==> config.mk <==
export PLATFORM = sky130hd
export DESIGN_NAME = periodic_task_timer_table_unit
export DESIGN_NICKNAME = d
export VERILOG_FILES = /design/src/rtl/ptt_pkg.sv /design/src/rtl/periodic_task_timer_table_unit.sv
export SDC_FILE = /design/constraint.sdc
export NUM_CORES = 1
export LEC_CHECK = 0
export ABC_AREA = 1
export BUFFER_PORTS_ARGS = -buffer_cell sky130_fd_sc_hd__buf_2
export CAP_MARGIN = 40
export CELL_PAD_IN_SITES_DETAIL_PLACEMENT = 0
export CELL_PAD_IN_SITES_GLOBAL_PLACEMENT = 1
export CORE_UTILIZATION = 30
export CTS_CLUSTER_DIAMETER = 50
export DETAILED_ROUTE_END_ITERATION = 8
export PLACE_DENSITY_LB_ADDON = 0.1
export SKIP_CTS_REPAIR_TIMING = 1
export SYNTH_ARGS = -nofsm -noshare
export SYNTH_HDL_FRONTEND = slang
export SYNTH_SLANG_ARGS = --single-unit
==> constraint.sdc <==
create_clock -name clk -period 4.95 [get_ports clk]
set_clock_uncertainty 0.15 [all_clocks]
set_input_delay 0.2475 -clock clk [delete_from_list [all_inputs] [get_ports clk]]
set_output_delay 0.2475 -clock clk [all_outputs]
set_load 0.02 [all_outputs]
==> src/rtl/ptt_pkg.sv <==
// shared constants and types for the periodic task timer table
`default_nettype none

package ptt_pkg;

  localparam int TASK_SLOTS  = 8;
  localparam int TIME_BITS   = 16;
  localparam int SLOT_BITS   = (TASK_SLOTS > 1) ? $clog2(TASK_SLOTS) : 1;

  localparam int OP_BITS     = 2;
  localparam int INDEX_BITS  = 3;
  localparam int ARG_BITS    = 16;
  localparam int DELAY_BITS  = 15;
  localparam int PERIOD_BITS = 15;

  localparam int IN_FIELD_BITS  = INDEX_BITS + ARG_BITS + DELAY_BITS + PERIOD_BITS;
  localparam int IN_DATA_BITS   = ((IN_FIELD_BITS + 7) / 8) * 8;
  localparam int OUT_FIELD_BITS = INDEX_BITS + ARG_BITS;
  localparam int OUT_DATA_BITS  = ((OUT_FIELD_BITS + 7) / 8) * 8;

  typedef enum logic [OP_BITS-1:0] {
    OP_TICK     = 2'd0,
    OP_SCHEDULE = 2'd1,
    OP_CANCEL   = 2'd2,
    OP_NONE     = 2'd3
  } ptt_op_t;

endpackage

`default_nettype wire

==> src/rtl/periodic_task_timer_table_unit.sv <==
// periodic task timer table: tick counter, per-slot due times and a serial slot scan
// schedule and cancel items: the exec state runs before the next item can be taken
// tick items: exec state, a scan of every slot and a flush state; unless it stalls,
// the scan visits one slot per cycle through a single comparator and a single adder
// results leave through an output register; the scan stalls only when a slot fires while
// both the held result and the output register are full
`default_nettype none

module periodic_task_timer_table_unit
  import ptt_pkg::*;
(
  input  wire                     clk,
  input  wire                     rst_n,
  input  wire                     in_tvalid,
  output logic                    in_tready,
  // task_index [2:0], call_arg [18:3], delay [33:19], reload_period [48:34], zero fill
  input  wire [IN_DATA_BITS-1:0]  in_tdata,
  // op [1:0]
  input  wire [OP_BITS-1:0]       in_tuser,
  output logic                    out_tvalid,
  input  wire                     out_tready,
  // fired_task [2:0], fired_arg [18:3], zero fill
  output logic [OUT_DATA_BITS-1:0] out_tdata,
  output logic                    out_tlast
);

  typedef enum logic [1:0] {
    ST_IDLE,
    ST_EXEC,
    ST_SCAN,
    ST_FLUSH
  } state_t;

  state_t                 state_r;
  logic [TIME_BITS-1:0]   now_r;
  logic [TIME_BITS-1:0]   due_r [TASK_SLOTS];
  logic [PERIOD_BITS-1:0] period_r [TASK_SLOTS];
  logic [ARG_BITS-1:0]    arg_r [TASK_SLOTS];
  logic [SLOT_BITS-1:0]   scan_r;

  // latched input item
  logic [OP_BITS-1:0]     op_r;
  logic [INDEX_BITS-1:0]  idx_r;
  logic [ARG_BITS-1:0]    targ_r;
  logic [DELAY_BITS-1:0]  delay_r;
  logic [PERIOD_BITS-1:0] reload_r;

  // one fired slot held back until we know whether it is the last of the tick
  logic                   pend_v_r;
  logic [SLOT_BITS-1:0]   pend_task_r;
  logic [ARG_BITS-1:0]    pend_arg_r;

  logic                   out_valid_r;
  logic [INDEX_BITS-1:0]  out_task_r;
  logic [ARG_BITS-1:0]    out_arg_r;
  logic                   out_last_r;

  logic                   in_acc;
  logic                   out_free;
  logic [TIME_BITS-1:0]   now_eff;
  logic [TIME_BITS-1:0]   add_b;
  logic [TIME_BITS-1:0]   sum;
  logic                   hit;
  logic                   stall;
  logic                   slot_ok;
  logic [SLOT_BITS-1:0]   slot_sel;
  logic [DELAY_BITS-1:0]  delay_eff;
  logic                   push_mid;
  logic                   push_end;

  assign in_tready  = (state_r == ST_IDLE);
  assign in_acc     = in_tvalid && in_tready;
  assign out_free   = !out_valid_r || out_tready;
  assign out_tvalid = out_valid_r;
  assign out_tlast  = out_last_r;
  assign out_tdata  = {{(OUT_DATA_BITS-OUT_FIELD_BITS){1'b0}}, out_arg_r, out_task_r};

  assign now_eff   = (now_r == '0) ? TIME_BITS'(1) : now_r;
  assign delay_eff = (delay_r == '0) ? DELAY_BITS'(1) : delay_r;
  assign slot_ok   = (int'(idx_r) < TASK_SLOTS);
  assign slot_sel  = SLOT_BITS'(idx_r);

  // shared adder: schedule due time, reload due time, tick advance
  always_comb begin
    case (state_r)
      ST_EXEC:  add_b = TIME_BITS'(delay_eff);
      ST_SCAN:  add_b = TIME_BITS'(period_r[scan_r]);
      ST_FLUSH: add_b = TIME_BITS'(1);
      default:  add_b = '0;
    endcase
  end

  assign sum   = TIME_BITS'(now_eff + add_b);
  assign hit   = (due_r[scan_r] == now_r);
  assign stall = hit && pend_v_r && !out_free;

  // held result moves to the output register mid-scan or as the last of the tick
  assign push_mid = (state_r == ST_SCAN) && hit && pend_v_r && out_free;
  assign push_end = (state_r == ST_FLUSH) && pend_v_r && out_free;

  // item latch, argument / period stores and held result fields, no reset needed
  always_ff @(posedge clk) begin
    if (in_acc) begin
      op_r     <= in_tuser;
      idx_r    <= in_tdata[INDEX_BITS-1:0];
      targ_r   <= in_tdata[INDEX_BITS +: ARG_BITS];
      delay_r  <= in_tdata[INDEX_BITS+ARG_BITS +: DELAY_BITS];
      reload_r <= in_tdata[INDEX_BITS+ARG_BITS+DELAY_BITS +: PERIOD_BITS];
    end
    if (state_r == ST_EXEC && ptt_op_t'(op_r) == OP_SCHEDULE && slot_ok) begin
      arg_r[slot_sel]    <= targ_r;
      period_r[slot_sel] <= reload_r;
    end
    if (state_r == ST_SCAN && hit && !stall) begin
      pend_task_r <= scan_r;
      pend_arg_r  <= arg_r[scan_r];
    end
  end

  always_ff @(posedge clk) begin
    if (!rst_n) begin
      state_r     <= ST_IDLE;
      now_r       <= '0;
      scan_r      <= '0;
      pend_v_r    <= 1'b0;
      out_valid_r <= 1'b0;
      out_task_r  <= '0;
      out_arg_r   <= '0;
      out_last_r  <= 1'b0;
      for (int i = 0; i < TASK_SLOTS; i++) begin
        due_r[i] <= '0;
      end
    end else begin
      if (push_mid || push_end) begin
        out_valid_r <= 1'b1;
        out_task_r  <= INDEX_BITS'(pend_task_r);
        out_arg_r   <= pend_arg_r;
        out_last_r  <= push_end;
      end else if (out_tready) begin
        out_valid_r <= 1'b0;
      end
      case (state_r)
        ST_IDLE: begin
          if (in_acc) begin
            state_r <= ST_EXEC;
          end
        end
        ST_EXEC: begin
          state_r <= (ptt_op_t'(op_r) == OP_TICK) ? ST_SCAN : ST_IDLE;
          case (ptt_op_t'(op_r))
            OP_TICK: begin
              now_r  <= now_eff;
              scan_r <= '0;
            end
            OP_SCHEDULE: begin
              now_r <= now_eff;
              if (slot_ok) begin
                due_r[slot_sel] <= sum;
              end
            end
            OP_CANCEL: begin
              if (slot_ok) begin
                due_r[slot_sel] <= '0;
              end
            end
            default: ;
          endcase
        end
        ST_SCAN: begin
          if (!stall) begin
            if (hit) begin
              due_r[scan_r] <= (period_r[scan_r] != '0) ? sum : '0;
              pend_v_r      <= 1'b1;
            end
            if (scan_r == SLOT_BITS'(TASK_SLOTS - 1)) begin
              state_r <= ST_FLUSH;
            end else begin
              scan_r <= SLOT_BITS'(scan_r + 1'b1);
            end
          end
        end
        ST_FLUSH: begin
          if (!pend_v_r || out_free) begin
            pend_v_r <= 1'b0;
            now_r    <= sum;
            state_r  <= ST_IDLE;
          end
        end
        default: state_r <= ST_IDLE;
      endcase
    end
  end

endmodule

`default_nettype wire

# Word-level counts from Yosys, hierarchy flattened
# Memory sizes are Yosys's and may differ from the RTL's. A register that Yosys moved wholly into a read port is not among the register bits.
# Index checks and enable logic that the tools add are counted.
# word_totals
in_bits	62
memories	3
mem_bits_rw	376
word_cells	118
reg_bits	97
out_inout_bits	27
# op_classes
muxes	50
eq_ne	15
bitwise	1
n_reduce_logical	33
addsub	2
# mem_list
name	depth	width	read_ports	rd_clocked_by_memory_dff	wr	line_no	source
arg_r	8	16	1	1	1	periodic_task_timer_table_unit.sv:38	logic [ARG_BITS-1:0] arg_r [TASK_SLOTS];
due_r	8	16	1	1	8	periodic_task_timer_table_unit.sv:36	logic [TIME_BITS-1:0] due_r [TASK_SLOTS];
period_r	8	15	1	1	1	periodic_task_timer_table_unit.sv:37	logic [PERIOD_BITS-1:0] period_r [TASK_SLOTS];
# ops
op	count
16-bit two-way mux	7
15-bit one-hot mux with 3 select lines	1
16-bit one-hot mux with 2 select lines	1
16-bit OR reduction	2
3-bit two-way mux	9
1-bit two-way mux	23
16-bit adder	1
16-bit == test	1
16-bit zero test	1
15-bit zero test	1
15-bit two-way mux	1
15-bit nonzero test	1
4-bit AND reduction	3
1-bit logical AND	10
2-bit two-way mux	5
2-bit by 1-bit != test with 1-bit output (second input constant)	4
2-bit != test (second input constant)	4
2-bit one-hot mux with 4 select lines	1
2-bit nonzero test	4
2-bit == test (second input constant)	3
3-bit one-hot mux with 2 select lines	1
2-bit by 1-bit == test with 1-bit output (second input constant)	2
1-bit zero test	4
2-bit zero test	2
other kinds (7)	9

# Logic depth before layout (Yosys ltp)
# depth
ltp_word	10
depth_mapped	25
ltp_nobuf	22

# Worst setup path after synthesis
# OpenSTA, ideal clock, no wires.
# synth_path
path_type	register to register
startpoint	reg (tool-made name)
endpoint	mem due_r[1][14] (data pin)
path_stages_with_launch	25
period_less_slack_ps	3952
setup_time_ps	140
t_arrival_ps	3662
required_time_ps	4660
slack_ps	998
n_path_buf	3
path_cell_list	dfxtp_1 > buf_4 > buf_2 > clkbuf_1 > o21ai_0 > o22ai_1 > nand2_1 > nand2_1 > nor2_1 > a211oi_1 > ha_1 > inv_1 > fa_1 > nor2_1 > nor2_1 > o21ai_0 > a21oi_1 > o21ai_0 > nand2_1 > nand2_1 > nand2_1 > nand2_1 > xor2_1 > nand2_1 > nor2_1
# synth_lines
element	line_no
to (decl)	periodic_task_timer_table_unit.sv:36

==> results.cfg <==
[synth]
synth_most_common_cell = edfxtp_1
syn_inst = 2006
synth_top_cell_by_area = edfxtp_1
syn_area_mm2 = 0.0213
synth_edf_count = 446
yosysTopAreaCellShare_pct = 63.0
synth_area_leaders = edfxtp_1 63%, nor2_1 6.9%, nand2_1 6.6%, dfxtp_1 4.3%, o21ai_0 4.0%
async_reset_ff_share_pct = 0
yosys_warnings = 0
postSynthAreaPerCell_um2 = 10.6
ys_types = 41
synth-seq-area-share_pct = 67.3
ys_top_cells_by_count = 446 x edfxtp_1, 392 x nor2_1, 371 x nand2_1
synth_flop_cell = edfxtp_1
ys_ff_latch = 492

[worst_setup_path]
critPathMostFrequentCell = nand2_1
cpLargestDelayFamily = compound AO/OA/AOI/OAI gates
slowest_delay_ns = 0.46
crit_path_start_kind = flip-flop
cp.arrival_ns = 4.77
crit_buf_inv = 4
cp-end-kind = flip-flop
critical_path_class = flip-flop to flip-flop
worstPathRequired_ns = 5.25
slowest_stage = fa_1
worst-path-max-fanout = 55
worstPathCellList = clkinv_2 > buf_12 > o21ai_0 > o22ai_1 > nand2_1 > nand2_1 > nor2_1 > a211oi_1 > ha_1 > inv_1 > fa_1 > nor2_1 > nor2_1 > o21ai_0 > a21oi_1 > o21ai_0 > nand2_1 > nand2_1 > nand2_1 > nand2_1 > xor2_1 > nand2_1 > buf_4 > nor2_1

[detailed_routing]
routed_wl_um = 60400
ant_nets = 0
viasPerCell = 4.57
drt_iter0_markers = 861
drt_pass1_iterations = 5
route.detailed.drc = 0
wl_per_cell_um = 19.1
num_vias = 14428

[clock_tree]
path_clk_slew_ns = 0.05
clockBufferDepth = 3
numCtsBuffers = 72
cts_tree = yes
cts_root_buf = clkbuf_16
clock_sinks = 492
clock_latency_ns = 0.62
htreeDepth = 3

[floorplan]
start_util_pct = 30.3
rows = 97
die-area_mm2 = 0.0719
fp.dieH_um = 268
core_area_mm2 = 0.0700
die_x_um = 268
top_level_ports = 89

[run_status]
status = finished clean

[sta]
fin_ws_ns = 0.481
setup-tns-final_ns = 0
hold_violations = 0
post-route-period-util_pct = 90.3
drv_slew = 0
post-route-min-period_ns = 4.47
timing.fmax_mhz = 224
worst_pin_slew_ns = 0.822
relSlewSlack_pct = 45.1
rsz0062_at_grt = no
setup_viol = 0

[placement]
gp_congestion = 0.753
dp_hpwl_um = 37800
place_ws_ns = 0.517
port_buffers = 76

[grt]
grt_pass1_vias = 13819
grt_usage_pct = 17.0
globalRouteOverflowTotal = 0
grt_pass1_wl_um = 89400
grt_antenna_before_repair = 3
grt_max_degree = 68

[flow_run]
maxCapViolCount = 0

[layout]
final_nets = 2239
drive_above_1_share_pct = 13.0
n_antenna_cell = 0
areaGrowthSynthToFinish_pct = 21.4

[power_and_ir_drop]
p_per_area_mw_per_mm2 = 453
vdd_ir_drop_max_mv = 0.320
p_leak_nw = 9.83

[worst_hold_path]
hold_path.class = primary input to flip-flop
## worst paths after layout
check	depth (start not counted)	start	slack, ns	to
setup reg to reg	24	flip-flop	0.48	due_r[3][14]
setup / recovery	24	flip-flop	0.48	due_r[3][14]
hold reg to reg	2	out_tlast	0.31	out_tlast
hold / removal	5	in_tvalid	0.009	state_r[0]
## logic make-up (layout without fill, tap and decap cells)
logic type	after synthesis	count (layout)	synth area share, %
AO/OA/AOI/OAI	284	284	7.41
XOR/XNOR	13	13	0.536
adder cells (fa/ha/maj)	18	18	1.10
buffers and inverters	270	475	5.63
flip-flops	492	492	67.3
other	1	5	0.0176
AND/OR/NAND/NOR	928	928	18.0
## metrics by stage
stage | hold slack, ns | cell area [µm²] | utilization, % | std cells | power (mW)
3_3_place_gp | 0.274 | 22800 | 32.6 | 2971 | 6.59
6_report | 0.00886 | 25800 | 36.8 | 3155 | 11.7
4_1_cts | -0.386 | 25300 | 36.1 | 3102 | 11.8
2_1_floorplan | 0.196 | 21300 | - | 2010 | 5.97
5_1_grt | 0.0494 | 25800 | 36.8 | 3155 | 12.2
3_5_place_dp | 0.276 | 22800 | 32.6 | 2972 | 6.60
## report_power, final
part | leakage [nW] | switching [mW] | internal [mW]
Clock | 1.17 | 1.95 | 3.21
Combinational | 4.08 | 1.19 | 0.487
Sequential | 4.58 | 0.122 | 4.71
Total | 9.83 | 3.27 | 8.41
## area by class of cell
type / instances / area, µm²
fill: 6968 / 44200
sequential: 492 / 14300
multi-input combinational: 1248 / 5830
clock buffer: 86 / 1920
timing repair buffer: 188 / 1440
tap: 940 / 1180
inverter: 157 / 591
clock inverter: 44 / 522
## registers in the layout, summed over array words and instances, names as in the netlist, 2 cells and up, named ones only
signal	count
due_r	128
out_task_r	3
delay_r	15
pend_task_r	3
idx_r	3
pend_arg_r	16
scan_r	3
targ_r	16
now_r	16
reload_r	15
op_r	2
period_r	120
out_arg_r	16
arg_r	128
## tightest hold or removal path, cell delays in order
cell and delay (ns):
buf_2 0.13, o21ai_0 0.16, a31oi_1 0.06, nand2_1 0.06
a21oi_1 0.05
## routing by layer
| metal | track usage, % | wire, µm | vias to the layer above | part of all wire (%) |
|---|---|---|---|---|
| met2 | 28.0 | 28900 | 220 | 48 |
| met1 | 23.1 | 28500 | 6982 | 47 |
| li1 | - | - | 7150 | - |
| met3 | 2.57 | 1890 | 76 | 3.1 |
| met4 | 4.60 | 1140 | 0 | 1.9 |
| met5 | 0 | 0 | - | 0 |
## cells in the final DEF (no fill, tap or decap), drive strengths merged, types with 43 or more instances in the layout
master and count:
inv 164, edfxtp 446, dlygate4sd3 53, buf 135, nand2 382, o22ai 43, nand3 117, dfxtp 46
nor2 403, clkbuf 86, o21ai 170
Note: power is estimated with default switching activity, not from simulation.
